$ cat src/icph_pkg.sv
// icph_pkg: shared constants, register indexes and ones'-complement helpers
// for the internet checksum block with pseudo-header
// no dependencies
package icph_pkg;

  // configuration register indexes
  typedef enum logic [1:0] {
    REG_USE_PSEUDO = 2'd0,
    REG_SRC_ADDR   = 2'd1,
    REG_DST_ADDR   = 2'd2,
    REG_PROTOCOL   = 2'd3
  } cfg_reg_e;

  localparam int unsigned WordW  = 16;
  localparam int unsigned ByteW  = 8;
  localparam int unsigned AccW   = 19;  // room for eight 16-bit terms
  localparam int unsigned CfgW   = 32;
  localparam int unsigned CfgAddrW = 2;

  localparam logic [WordW-1:0] WordMask = 16'hFFFF;

  typedef logic [WordW-1:0] word_t;
  typedef logic [AccW-1:0]  acc_t;

  // widen a 16-bit word to the accumulator width
  function automatic acc_t widen(input word_t w);
    widen = {{(AccW-WordW){1'b0}}, w};
  endfunction

  // fold a plain sum of up to eight words to a 16-bit ones'-complement sum;
  // two end-around passes always suffice and zero stays zero
  function automatic word_t fold(input acc_t s);
    logic [WordW:0] t;
    t    = {1'b0, s[WordW-1:0]} + {{(WordW+1-(AccW-WordW)){1'b0}}, s[AccW-1:WordW]};
    fold = t[WordW-1:0] + {{(WordW-1){1'b0}}, t[WordW]};
  endfunction

endpackage

$ cat src/internet_checksum_pseudo_header.sv
// internet_checksum_pseudo_header: byte-serial internet checksum with an
// optional ipv4 pseudo-header term, stream in and stream out
// depends on icph_pkg
//
//  channel   | dir | handshake               | payload
//  ----------+-----+-------------------------+-------------------------------
//  s_axis    | in  | tvalid / tready         | tdata: data_byte, tlast: last_byte
//  m_axis    | out | tvalid / tready         | tdata: checksum, tuser: too_long
//  cfg       | in  | cfg_we_i (no handshake) | cfg_addr_i, cfg_wdata_i
//
// one byte is taken per cycle while the output slot is free or being drained;
// the result of a packet appears in the cycle after its last byte transfer,
// set by the single sum-and-fold stage before the output register.
// rst_ni clears the running sum, byte count, flag, config and output valid.
// a stalled result holds the output register; input is taken again in the
// cycle the result is taken.
module internet_checksum_pseudo_header
  import icph_pkg::*;
(
  input  logic                clk_i,
  input  logic                rst_ni,
  // config write port
  input  logic                cfg_we_i,
  input  logic [CfgAddrW-1:0] cfg_addr_i,
  input  logic [CfgW-1:0]     cfg_wdata_i,
  // byte stream in
  input  logic                s_axis_tvalid_i,
  output logic                s_axis_tready_o,
  input  logic [ByteW-1:0]    s_axis_tdata_i,   // [7:0] data_byte
  input  logic                s_axis_tlast_i,   // last_byte
  // checksum out
  output logic                m_axis_tvalid_o,
  input  logic                m_axis_tready_i,
  output logic [WordW-1:0]    m_axis_tdata_o,   // [15:0] checksum
  output logic                m_axis_tuser_o    // [0] too_long
);

  // config registers
  logic                use_ph_q;
  logic [CfgW-1:0]     src_addr_q;
  logic [CfgW-1:0]     dst_addr_q;
  logic [ByteW-1:0]    protocol_q;

  // per-packet state
  word_t               sum_q, sum_d;
  word_t               count_q, count_d;
  logic                ovf_q, ovf_d;

  // output register
  logic                out_valid_q, out_valid_d;
  word_t               out_csum_q, out_csum_d;
  logic                out_long_q, out_long_d;

  logic                in_xfer;
  word_t               term;
  word_t               count_inc;
  logic                ovf_next;
  acc_t                run_acc;
  acc_t                ph_acc;
  word_t               final_sum;

  // config writes
  always_ff @(posedge clk_i or negedge rst_ni) begin
    if (!rst_ni) begin
      use_ph_q   <= 1'b0;
      src_addr_q <= '0;
      dst_addr_q <= '0;
      protocol_q <= '0;
    end else if (cfg_we_i) begin
      unique case (cfg_reg_e'(cfg_addr_i))
        REG_USE_PSEUDO: use_ph_q   <= cfg_wdata_i[0];
        REG_SRC_ADDR:   src_addr_q <= cfg_wdata_i;
        REG_DST_ADDR:   dst_addr_q <= cfg_wdata_i;
        REG_PROTOCOL:   protocol_q <= cfg_wdata_i[ByteW-1:0];
        default: ;
      endcase
    end
  end

  // input side accepts whenever the output slot is free or being drained
  assign s_axis_tready_o = !out_valid_q || m_axis_tready_i;
  assign in_xfer         = s_axis_tvalid_i && s_axis_tready_o;

  // even offsets are the high half of a word, odd offsets the low half
  assign term      = count_q[0] ? {{(WordW-ByteW){1'b0}}, s_axis_tdata_i}
                                : {s_axis_tdata_i, {(WordW-ByteW){1'b0}}};
  assign count_inc = count_q + word_t'(1);
  assign ovf_next  = ovf_q || (count_q == WordMask);

  // running sum with the new byte
  assign run_acc = widen(sum_q) + widen(term);

  // pseudo-header terms, folded together with the packet sum on the last byte
  always_comb begin
    ph_acc = '0;
    if (use_ph_q) begin
      ph_acc = widen(src_addr_q[CfgW-1:WordW]) + widen(src_addr_q[WordW-1:0])
             + widen(dst_addr_q[CfgW-1:WordW]) + widen(dst_addr_q[WordW-1:0])
             + widen({{(WordW-ByteW){1'b0}}, protocol_q}) + widen(count_inc);
    end
  end

  assign final_sum = fold(run_acc + ph_acc);

  // next state of the packet accumulator and the output register
  always_comb begin
    sum_d       = sum_q;
    count_d     = count_q;
    ovf_d       = ovf_q;
    out_valid_d = out_valid_q && !m_axis_tready_i;
    out_csum_d  = out_csum_q;
    out_long_d  = out_long_q;
    if (in_xfer) begin
      if (s_axis_tlast_i) begin
        sum_d       = '0;
        count_d     = '0;
        ovf_d       = 1'b0;
        out_valid_d = 1'b1;
        out_csum_d  = ~final_sum;
        out_long_d  = ovf_next;
      end else begin
        sum_d   = fold(run_acc);
        count_d = count_inc;
        ovf_d   = ovf_next;
      end
    end
  end

  // control state
  always_ff @(posedge clk_i or negedge rst_ni) begin
    if (!rst_ni) begin
      sum_q       <= '0;
      count_q     <= '0;
      ovf_q       <= 1'b0;
      out_valid_q <= 1'b0;
    end else begin
      sum_q       <= sum_d;
      count_q     <= count_d;
      ovf_q       <= ovf_d;
      out_valid_q <= out_valid_d;
    end
  end

  // result payload
  always_ff @(posedge clk_i) begin
    out_csum_q <= out_csum_d;
    out_long_q <= out_long_d;
  end

  assign m_axis_tvalid_o = out_valid_q;
  assign m_axis_tdata_o  = out_csum_q;
  assign m_axis_tuser_o  = out_long_q;

endmodule

$ cat config.mk
export PLATFORM = sky130hd
export DESIGN_NAME = internet_checksum_pseudo_header
export DESIGN_NICKNAME = d
export VERILOG_FILES = /design/src/icph_pkg.sv /design/src/internet_checksum_pseudo_header.sv
export SDC_FILE = /design/constraint.sdc
export NUM_CORES = 1
export LEC_CHECK = 0
export ABC_CLOCK_PERIOD_IN_PS = 13200
export BUFFER_PORTS_ARGS = -buffer_cell sky130_fd_sc_hd__buf_2
export CAP_MARGIN = 30
export CORE_MARGIN = 10
export CORE_UTILIZATION = 55
export DETAILED_ROUTE_END_ITERATION = 6
export MAX_ROUTING_LAYER = met4
export PLACE_DENSITY_LB_ADDON = 0.15
export SETUP_SLACK_MARGIN = 0.02
export SLEW_MARGIN = 40
export SYNTH_ARGS = -nofsm -noshare
export SYNTH_HDL_FRONTEND = slang
export SYNTH_SLANG_ARGS = --single-unit
export TNS_END_PERCENT = 30
$ cat constraint.sdc
create_clock -name clk_i -period 13.2 [get_ports clk_i]
set_input_delay 0 -clock clk_i [delete_from_list [all_inputs] [get_ports clk_i]]
set_output_delay 0 -clock clk_i [all_outputs]
set_load 0.005 [all_outputs]
==> results of run 1 <==
[synth_stat cells, drive strengths merged (15+ instances only)]
cell      n
inv     192
dfrtp   107
mux2     76
nand2    73
ha       67
o21ai    60
fa       59
nor2     55
xnor2    52
a21oi    45
xor2     31
clkbuf   19
nand3    19
nor2b    19
edfxtp   17
and2     15
nand2b   15
[sequential cells by signal, summed over array words and instances, names as in the netlist]
register and flops:
m_axis_tvalid_o 1, dst_addr_q 32, use_ph_q 1, ovf_q 1
protocol_q 8, m_axis_tdata_o 16, src_addr_q 32, count_q 16
sum_q 16, m_axis_tuser_o 1
[worst max-delay path, delay by kind of cell, from the launching register on]
family / cells / cell delay, ps
adder cells (fa/ha/maj): 8 / 3090
XOR/XNOR: 3 / 440
AND/OR/NAND/NOR: 14 / 2940
buffers and inverters: 4 / 210
AO/OA/AOI/OAI: 16 / 3310
flip-flops: 1 / 730
[cells by family (layout without fill, tap and decap cells)]
logic type,Yosys count,in the layout,synth area share
and+or+nand+nor,277,277,0.141
buffers and inverters,220,331,0.0788
AOI/OAI and AO/OA,209,209,0.132
adders and majority gates,127,127,0.190
DFF,124,124,0.299
muxes,85,85,0.0887
xor gates and xnor gates,83,83,0.0703
other,0,1,0
[repair_timing]
item | 4_1_cts | 5_1_grt
setup endpoints to repair | 0 | 0
hold buffers | 37 | 0
endpoints found under the hold margin | 119 | 0
[cells in the final DEF (no fill, tap or decap), types with 30 or more instances in the layout]
master	n
inv_1	192
dfrtp_1	107
mux2_2	76
nand2_1	73
ha_1	67
buf_2	65
fa_1	59
nor2_1	55
o21ai_0	53
xnor2_1	49
a21oi_1	43
dlygate4sd3_1	37
xor2_1	30
[cell type report]
type                       instances  area [um2]  share of cell area
timing repair buffer             108         744              0.0610
clock inverter                    14         146              0.0120
inverter                         192         721              0.0591
multi-input combinational        781        6650               0.545
sequential                       124        3190               0.261
clock buffer                      17         425              0.0349
antenna                            1        2.50            0.000205
tap                              260         325              0.0267
[stage by stage]
| step | cells | hold WS, ps | worst slack [ps] |
|---|---|---|---|
| after floorplan | 1125 | -296 | 3590 |
| after detailed placement | 1428 | 85.1 | 2390 |
| final | 1497 | 42.7 | 2210 |
| after global routing | 1497 | 55.7 | 1360 |
| after global placement | 1428 | 80.7 | 2730 |
| after CTS | 1496 | 27.6 | 2290 |
[worst paths after layout]
check	depth (start not counted)	slack (ps)	to
max	45	2210	m_axis_tdata_o[15]
max in group asynchronous	3	12030	src_addr_q[21]
max reg2reg	45	2210	m_axis_tdata_o[15]
min reg2reg	2	490	sum_q[14]
min in group asynchronous	2	150	sum_q[4]
min	4	40	use_ph_q
[routing by layer]
layer / vias to the layer above / GRT usage / wire length (um)
li1: 3996 / - / -
met1: 3868 / 0.233 / 10800
met2: 142 / 0.319 / 11400
met3: 23 / 0.0382 / 821
met4: 0 / 0.0468 / 276
met5: - / - / 0
==> key figures, run 1 <==
Global routing
  • Total track usage: 0.191
  • Grt ovf: 0
  • First-pass GRT wire length: 39.5 mm
  • Largest net degree at the start of global routing: 63
  • Initial antenna violation count: 1
  • Vias in the first global route: 8198

Logic synthesis
  • Post-synthesis cell count: 1125
  • Yosys reg bits: 124
  • Syn Area/Cell: 9.47 um2
  • Post-synth cell types: 74
  • Top cell type's share of synthesized area: 0.251
  • Sequential area share after synthesis: 0.299
  • Ranking of synthesized cells by area: dfrtp_1 25%, fa_1 11%, mux2_2 8.0%
  • Asr flop ratio synth: 0.863
  • Synthesized cell area: 10700 um2
  • Syn nets: 1299
  • Primary FF master, synth: dfrtp_1
  • Synth area leader: dfrtp_1
  • Synth Warn #: 0
  • EDFF count, synth: 17

STA
  • Setup TNS: 0 ps
  • Actual slew at the worst max-slew pin: 717 ps
  • Period utilization: 0.832
  • Slew headroom: 0.518
  • Final hold violation count: 0
  • Fmax: 91.0 MHz
  • Slew Limit Fails: 0
  • Setup Viol. Count Final: 0
  • Clk_skew: 9.35 ps
  • Fin crit period: 10990 ps
  • RSZ-0062 raised after global routing: false

Floorplan
  • Die Y-Extent: 159 um
  • Rows: 50
  • Initial core utilization: 0.564
  • I/O pin count: 67
  • Die Area: 25300 um2
  • Die X-Extent: 159 um
  • Area of the core: 18900 um2

Placed design
  • DP Area: 11200 um2
  • Gpl congestion: 0.888
  • HPWL Detailed: 17.4 mm
  • Port Buffer Count: 66

Critical path
  • Startpoint types: flop
  • CP endpoint kind: flop
  • Critical R2R Launch: count_q[0]
  • Critical Path Slowest Stage Cell: dfrtp_1
  • CP Launch Point: count_q[0]
  • Arr. time, crit path: 11150 ps
  • Critical path class: reg -> reg
  • CP Max Fanout: 22
  • Max stage delay on crit path: 730 ps
  • CP required: 13370 ps

Cells and area
  • Fillers: 1611
  • Layout cell share with drive strength beyond 1: 0.170
  • Final instance area: 12200 um2
  • Final Core Density: 0.646
  • Final nets: 1398
  • Area Overhead vs Synth: 14.5%

Routing
  • Residual DRC: 0
  • Routed WL: 23.3 mm
  • DR pass1 iterations: 5
  • First DRT Iteration DRCs: 351
  • WL per Instance: 15.6 um
  • Drt via density: 5.36
  • Number of antenna-violating nets in the routed design: 0
  • DR vias: 8029

Run
  • Maxcap violations: 0

Clock network
  • H-tree lvl count: 4
  • CTS tree: done
  • Post-CTS sizing: 0
  • Reg clk slew, reported paths: 60 ps
  • Worst-Skew Late Latency: 420 ps
  • Root buf cell: clkbuf_16
  • Clock sink total: 124
  • Max Buffers Root-to-Sink: 2
  • TritonCTS buffer count: 17
  • Buffer count from post-CTS setup fixing: 0

Hold path
  • Worst Hold Class: in -> reg
  • Hold Crit Start: cfg_we_i

Status
  • Outcome: completed
Power of run 1 is not shown: default switching activity piles up to over one toggle a cycle in this logic, so the estimate is an artifact.
==> run 2: changes to the inputs <==
--- a/config.mk
+++ b/config.mk
@@ -5,7 +5,7 @@
 export SDC_FILE = /design/constraint.sdc
 export NUM_CORES = 1
 export LEC_CHECK = 0
-export ABC_CLOCK_PERIOD_IN_PS = 13200
+export ABC_CLOCK_PERIOD_IN_PS = 11320
 export BUFFER_PORTS_ARGS = -buffer_cell sky130_fd_sc_hd__buf_2
 export CAP_MARGIN = 30
 export CORE_MARGIN = 10
==> constraint.sdc (replaced) <==
create_clock -name clk_i -period 11.32 [get_ports clk_i]
set_input_delay 0 -clock clk_i [delete_from_list [all_inputs] [get_ports clk_i]]
set_output_delay 0 -clock clk_i [all_outputs]
set_load 0.005 [all_outputs]
==> key figures, run 2 (same netlist as run 1, synthesis figures left out) <==
Placed design
  • Post-Place Setup Slack: 942 ps (-1450 ps)
  • Port Buffer Count: 66 (unchanged)
  • Dpl cells: 1429 (+0.070%)
  • Gpl congestion: 0.883 (-0.53%)
  • HPWL Detailed: 17.7 mm (+1.8%)

Cells and area
  • Layout cell share with drive strength beyond 1: 0.171 (+0.00148)
  • Fin cells: 1498 (+0.067%)
  • Area Overhead vs Synth: 14.5% (about the same)
  • Commonest non-fill, non-tap cells in the layout: 192 x inv_1, 107 x dfrtp_1, 76 x mux2_2, 73 x nand2_1, 67 x ha_1
  • Final Core Density: 0.646 (about the same)
  • Final nets: 1399 (+0.072%)
  • Commonest non-fill, non-tap cell in the layout: inv_1
  • Largest regs: dst_addr_q (32), src_addr_q (32)

Clock network
  • Reg clk slew, reported paths: 60 ps (about the same)
  • Buffer count from post-CTS setup fixing: 0 (unchanged)
  • CTS tree: done
  • Root buf cell: clkbuf_16
  • Clock sink total: 124 (unchanged)
  • TritonCTS buffer count: 17 (unchanged)
  • Max Buffers Root-to-Sink: 2 (unchanged)
  • H-tree lvl count: 4 (unchanged)
  • Worst-Skew Late Latency: 420 ps (about the same)

Critical path
  • CP bufs+invs: 3 (-1)
  • CP required: 11480 ps (-1890 ps)
  • CP endpoint kind: flop
  • Startpoint types: flop
  • Critical Path Slowest Stage Cell: fa_1
  • Arr. time, crit path: 10550 ps (-600 ps)
  • CP Max Fanout: 8 (-64%)
  • CP delay by family, top: compound AO/OA/AOI/OAI gates
  • CP most frequent cell: fa_1
  • Max stage delay on crit path: 550 ps (-180 ps)
  • Critical path class: reg -> reg

STA
  • Fin crit period: 10390 ps (-596 ps)
  • Slew headroom: 0.503 (-0.0150)
  • Actual slew at the worst max-slew pin: 740 ps (+22.4 ps)
  • Final worst setup slack: 930 ps (-1280 ps)
  • Fmax: 96.2 MHz (+5.7%)
  • Slew Limit Fails: 0 (unchanged)
  • Final hold violation count: 0 (unchanged)
  • Period utilization: 0.918 (+0.0856)
  • Clk_skew: 8.66 ps (-0.683 ps)
  • Setup Viol. Count Final: 0 (unchanged)
  • Setup TNS: 0 ps (unchanged)
  • RSZ-0062 raised after global routing: false

Routing
  • WL per Instance: 15.5 um (-0.20%)
  • Drt via density: 5.40 (+0.70%)
  • DR pass1 iterations: 4 (-1)
  • Routed WL: 23.3 mm (-0.13%)
  • First DRT Iteration DRCs: 437 (+25%)
  • Residual DRC: 0 (unchanged)
  • DR vias: 8091 (+0.77%)
  • Number of antenna-violating nets in the routed design: 0 (unchanged)

Global routing
  • Vias in the first global route: 8213 (+0.18%)
  • Largest net degree at the start of global routing: 63 (unchanged)
  • Initial antenna violation count: 1 (unchanged)
  • First-pass GRT wire length: 40.0 mm (+1.4%)
  • Total track usage: 0.193 (+0.00148)
  • Grt ovf: 0 (unchanged)

Floorplan
  • Initial core utilization: 0.564 (unchanged)
  • Area of the core: 18900 um2 (unchanged)
  • Die Area: 25300 um2 (unchanged)
  • I/O pin count: 67 (unchanged)
  • Die Y-Extent: 159 um (unchanged)
  • Rows: 50 (unchanged)
  • Die X-Extent: 159 um (unchanged)

Run
  • Maxcap violations: 0 (unchanged)

Hold path
  • Worst Hold Class: in -> reg

Status
  • Outcome: completed
[run 2: cell type report]
cell class,count,area [um2]
well taps,260,325
clock buffers,18,439
inverters,192,721
clock inverters,13,118
diodes,1,2.50
multi-input cells,781,6660
fillers,1642,6690
repair buffers,109,752
flip-flops and latches,124,3190
[run 2: metrics by stage]
stage	instance area (um2)	hold slack, ps
after floorplan	10700	-296
after global placement	11200	86.8
after detailed placement	11300	91.7
after CTS	12200	44.1
after global routing	12200	68.3
final	12200	64.0
[run 2: timing repair]
item                       4_1_cts  5_1_grt
setup endpoints to repair        0        2
gates resized for setup          0        1
hold endpoints to repair       119        0
hold buffers                    37        0
[run 2: worst min-delay path, cell delays in order]
cell and delay (ps):
buf_2 110, nor3b_1 180, o21ai_0 150
[run 2: final timing paths]
| path | slack (ps) | endpoint | cells past startpoint | from |
|---|---|---|---|---|
| worst max register to register | 930 | m_axis_tdata_o[15] | 44 | count_q[1] |
| worst min-delay path | 60 | use_ph_q | 3 | cfg_we_i |
| max in group asynchronous | 10170 | count_q[5] | 3 | rst_ni |
| worst min register to register | 500 | sum_q[13] | 2 | sum_q[13] |
| min in group asynchronous | 160 | count_q[13] | 2 | rst_ni |
| worst max-delay path | 930 | m_axis_tdata_o[15] | 44 | count_q[1] |
[run 2: metal layers]
layer  GRT usage  up-vias  routed length (um)
met5           -        -                   0
met4      0.0514        0                 401
met3      0.0356       30                 959
met2       0.312      171               11000
met1       0.244     3892               10900
li1            -     3998                   -
Power of run 2 is left out for the same reason.
==> run 3: changes to the inputs <==
--- a/config.mk
+++ b/config.mk
@@ -9,7 +9,7 @@
 export BUFFER_PORTS_ARGS = -buffer_cell sky130_fd_sc_hd__buf_2
 export CAP_MARGIN = 30
 export CORE_MARGIN = 10
-export CORE_UTILIZATION = 55
+export CORE_UTILIZATION = 30
 export DETAILED_ROUTE_END_ITERATION = 6
 export MAX_ROUTING_LAYER = met4
 export PLACE_DENSITY_LB_ADDON = 0.15
==> key figures, run 3 (same netlist as run 1, synthesis figures left out) <==
Clock network
  • Clock sink total: 124 (unchanged)
  • Max Buffers Root-to-Sink: 2 (unchanged)
  • Buffer count from post-CTS setup fixing: 0 (unchanged)
  • TritonCTS buffer count: 17 (unchanged)
  • Worst-Skew Late Latency: 440 ps (+20 ps)
  • Root buf cell: clkbuf_16
  • CTS tree: done
  • H-tree lvl count: 4 (unchanged)
  • Reg clk slew, reported paths: 70 ps (about the same)

Global routing
  • Vias in the first global route: 8279 (+0.80%)
  • GRT Max-Usage Layer: met2
  • Largest net degree at the start of global routing: 78 (+24%)
  • Initial antenna violation count: 1 (unchanged)
  • First-pass GRT wire length: 43.0 mm (+7.6%)
  • Total track usage: 0.125 (-0.0673)
  • Met2 usage: 0.204 (-0.108)
  • GR Layer Usage met1: 0.156 (-0.0877)
  • Grt ovf: 0 (unchanged)
  • Met3 usage: 0.0255 (-0.0102)

Critical path
  • Max stage delay on crit path: 550 ps (about the same)
  • Startpoint types: flop
  • CP Max Fanout: 8 (unchanged)
  • Critical path class: reg -> reg
  • CP most frequent cell: fa_1
  • CP endpoint kind: flop
  • CP required: 11490 ps (about the same)
  • Arr. time, crit path: 10580 ps (+30 ps)
  • Critical Path Slowest Stage Cell: fa_1

Floorplan
  • Die Area: 43500 um2 (+71%)
  • I/O pin count: 67 (unchanged)
  • Initial core utilization: 0.306 (-0.258)
  • Die X-Extent: 208 um (+31%)
  • Rows: 68 (+36%)
  • Area of the core: 34800 um2 (+84%)
  • Die Y-Extent: 208 um (+31%)

STA
  • Fin crit period: 10410 ps (+16.2 ps)
  • Slew Limit Fails: 0 (unchanged)
  • Slew headroom: 0.472 (-0.0309)
  • RSZ-0062 raised after global routing: false
  • Setup Viol. Count Final: 0 (unchanged)
  • Fmax: 96.1 MHz (-0.16%)
  • Final hold violation count: 0 (unchanged)
  • Clk_skew: 15.4 ps (+6.71 ps)
  • Actual slew at the worst max-slew pin: 786 ps (+46.0 ps)
  • Period utilization: 0.919 (+0.00143)
  • Setup TNS: 0 ps (unchanged)

Cells and area
  • Fin cells: 1695 (+13%)
  • Layout cell share with drive strength beyond 1: 0.172 (+0.000530)
  • Area Overhead vs Synth: 17.3%
  • Final Core Density: 0.359 (-0.287)
  • Commonest non-fill, non-tap cell in the layout: inv_1
  • Final instance area: 12500 um2 (+2.5%)
  • Commonest non-fill, non-tap cells in the layout: 192 x inv_1, 107 x dfrtp_1, 76 x mux2_2, 73 x nand2_1, 67 x ha_1
  • Largest regs: dst_addr_q (32), src_addr_q (32)
  • Final nets: 1400 (+0.071%)

Hold path
  • Worst Hold Class: in -> async

Routing
  • WL per Instance: 15.2 um (-2.3%)
  • Number of antenna-violating nets in the routed design: 0 (unchanged)
  • Residual DRC: 0 (unchanged)
  • Routed WL: 25.7 mm (+11%)
  • First DRT Iteration DRCs: 372 (-15%)
  • DR pass1 iterations: 5 (+1)
  • DR vias: 7902 (-2.3%)
  • Drt via density: 4.66 (-14%)

Placed design
  • Dpl cells: 1624 (+14%)
  • DP Area: 11500 um2 (+2.3%)
  • Gpl congestion: 0.845 (-4.3%)
  • HPWL Detailed: 20.2 mm (+14%)
  • Port Buffer Count: 66 (unchanged)

Status
  • Outcome: completed

Run
  • Maxcap violations: 0 (unchanged)
==> run 3: changes by cell type in the layout (fill, tap and decap cells not counted), sizes merged <==
cell and change:
clkbuf -1, clkinv +3, bufinv +1, clkinvlp -2
buf +1
==> run 3: timing repair <==
item | in CTS | in global routing
gates resized for setup | 0 | 2
endpoints found under the hold margin | 104 | 0
setup endpoints to repair | 0 | 2
hold buffers | 37 | 0
==> run 3: final cells by class <==
type / count / area [um2]
repair buffers: 110 / 779
clock inverters: 15 / 163
well taps: 455 / 569
fillers: 3528 / 22300
multi-input cells: 781 / 6650
inverters: 192 / 721
diodes: 1 / 2.50
clock buffers: 17 / 425
flip-flops and latches: 124 / 3190
==> run 3: metal layers <==
metal,part of all wire,vias up,routed length [um]
li1,-,4005,-
met1,0.47,3784,12200
met2,0.49,96,12500
met3,0.030,17,780
met4,0.0096,0,248
met5,0,-,0
==> run 3: worst paths after layout <==
check,start,end,slack (ps),cells after the start
hold reg to reg,sum_q[13],sum_q[13],490,2
min in group clk_i,cfg_we_i,use_ph_q,70,4
setup / recovery,count_q[0],m_axis_tdata_o[15],910,44
setup reg to reg,count_q[0],m_axis_tdata_o[15],910,44
hold / removal,rst_ni,sum_q[2],40,2
max in group asynchronous,rst_ni,count_q[11],10310,4
==> run 3: stage by stage <==
| stage | setup WS (ps) | hold slack (ps) |
|---|---|---|
| 6_report | 913 | 42.2 |
| 4_1_cts | 808 | 31.6 |
| 3_5_place_dp | 829 | -4.25 |
| 2_1_floorplan | 1710 | -296 |
| 3_3_place_gp | 1090 | -23.9 |
| 5_1_grt | 29.5 | 73.1 |
==> run 3: worst max-delay path: cells and delay by family, from the launching register on <==
family / cells / cell delay, ps
flops: 1 / 400
simple gates: 13 / 2490
buf+inv: 3 / 200
xor+xnor: 3 / 510
compound gates: 16 / 3320
fa+ha+maj: 9 / 3200
Power of run 3 is left out for the same reason.
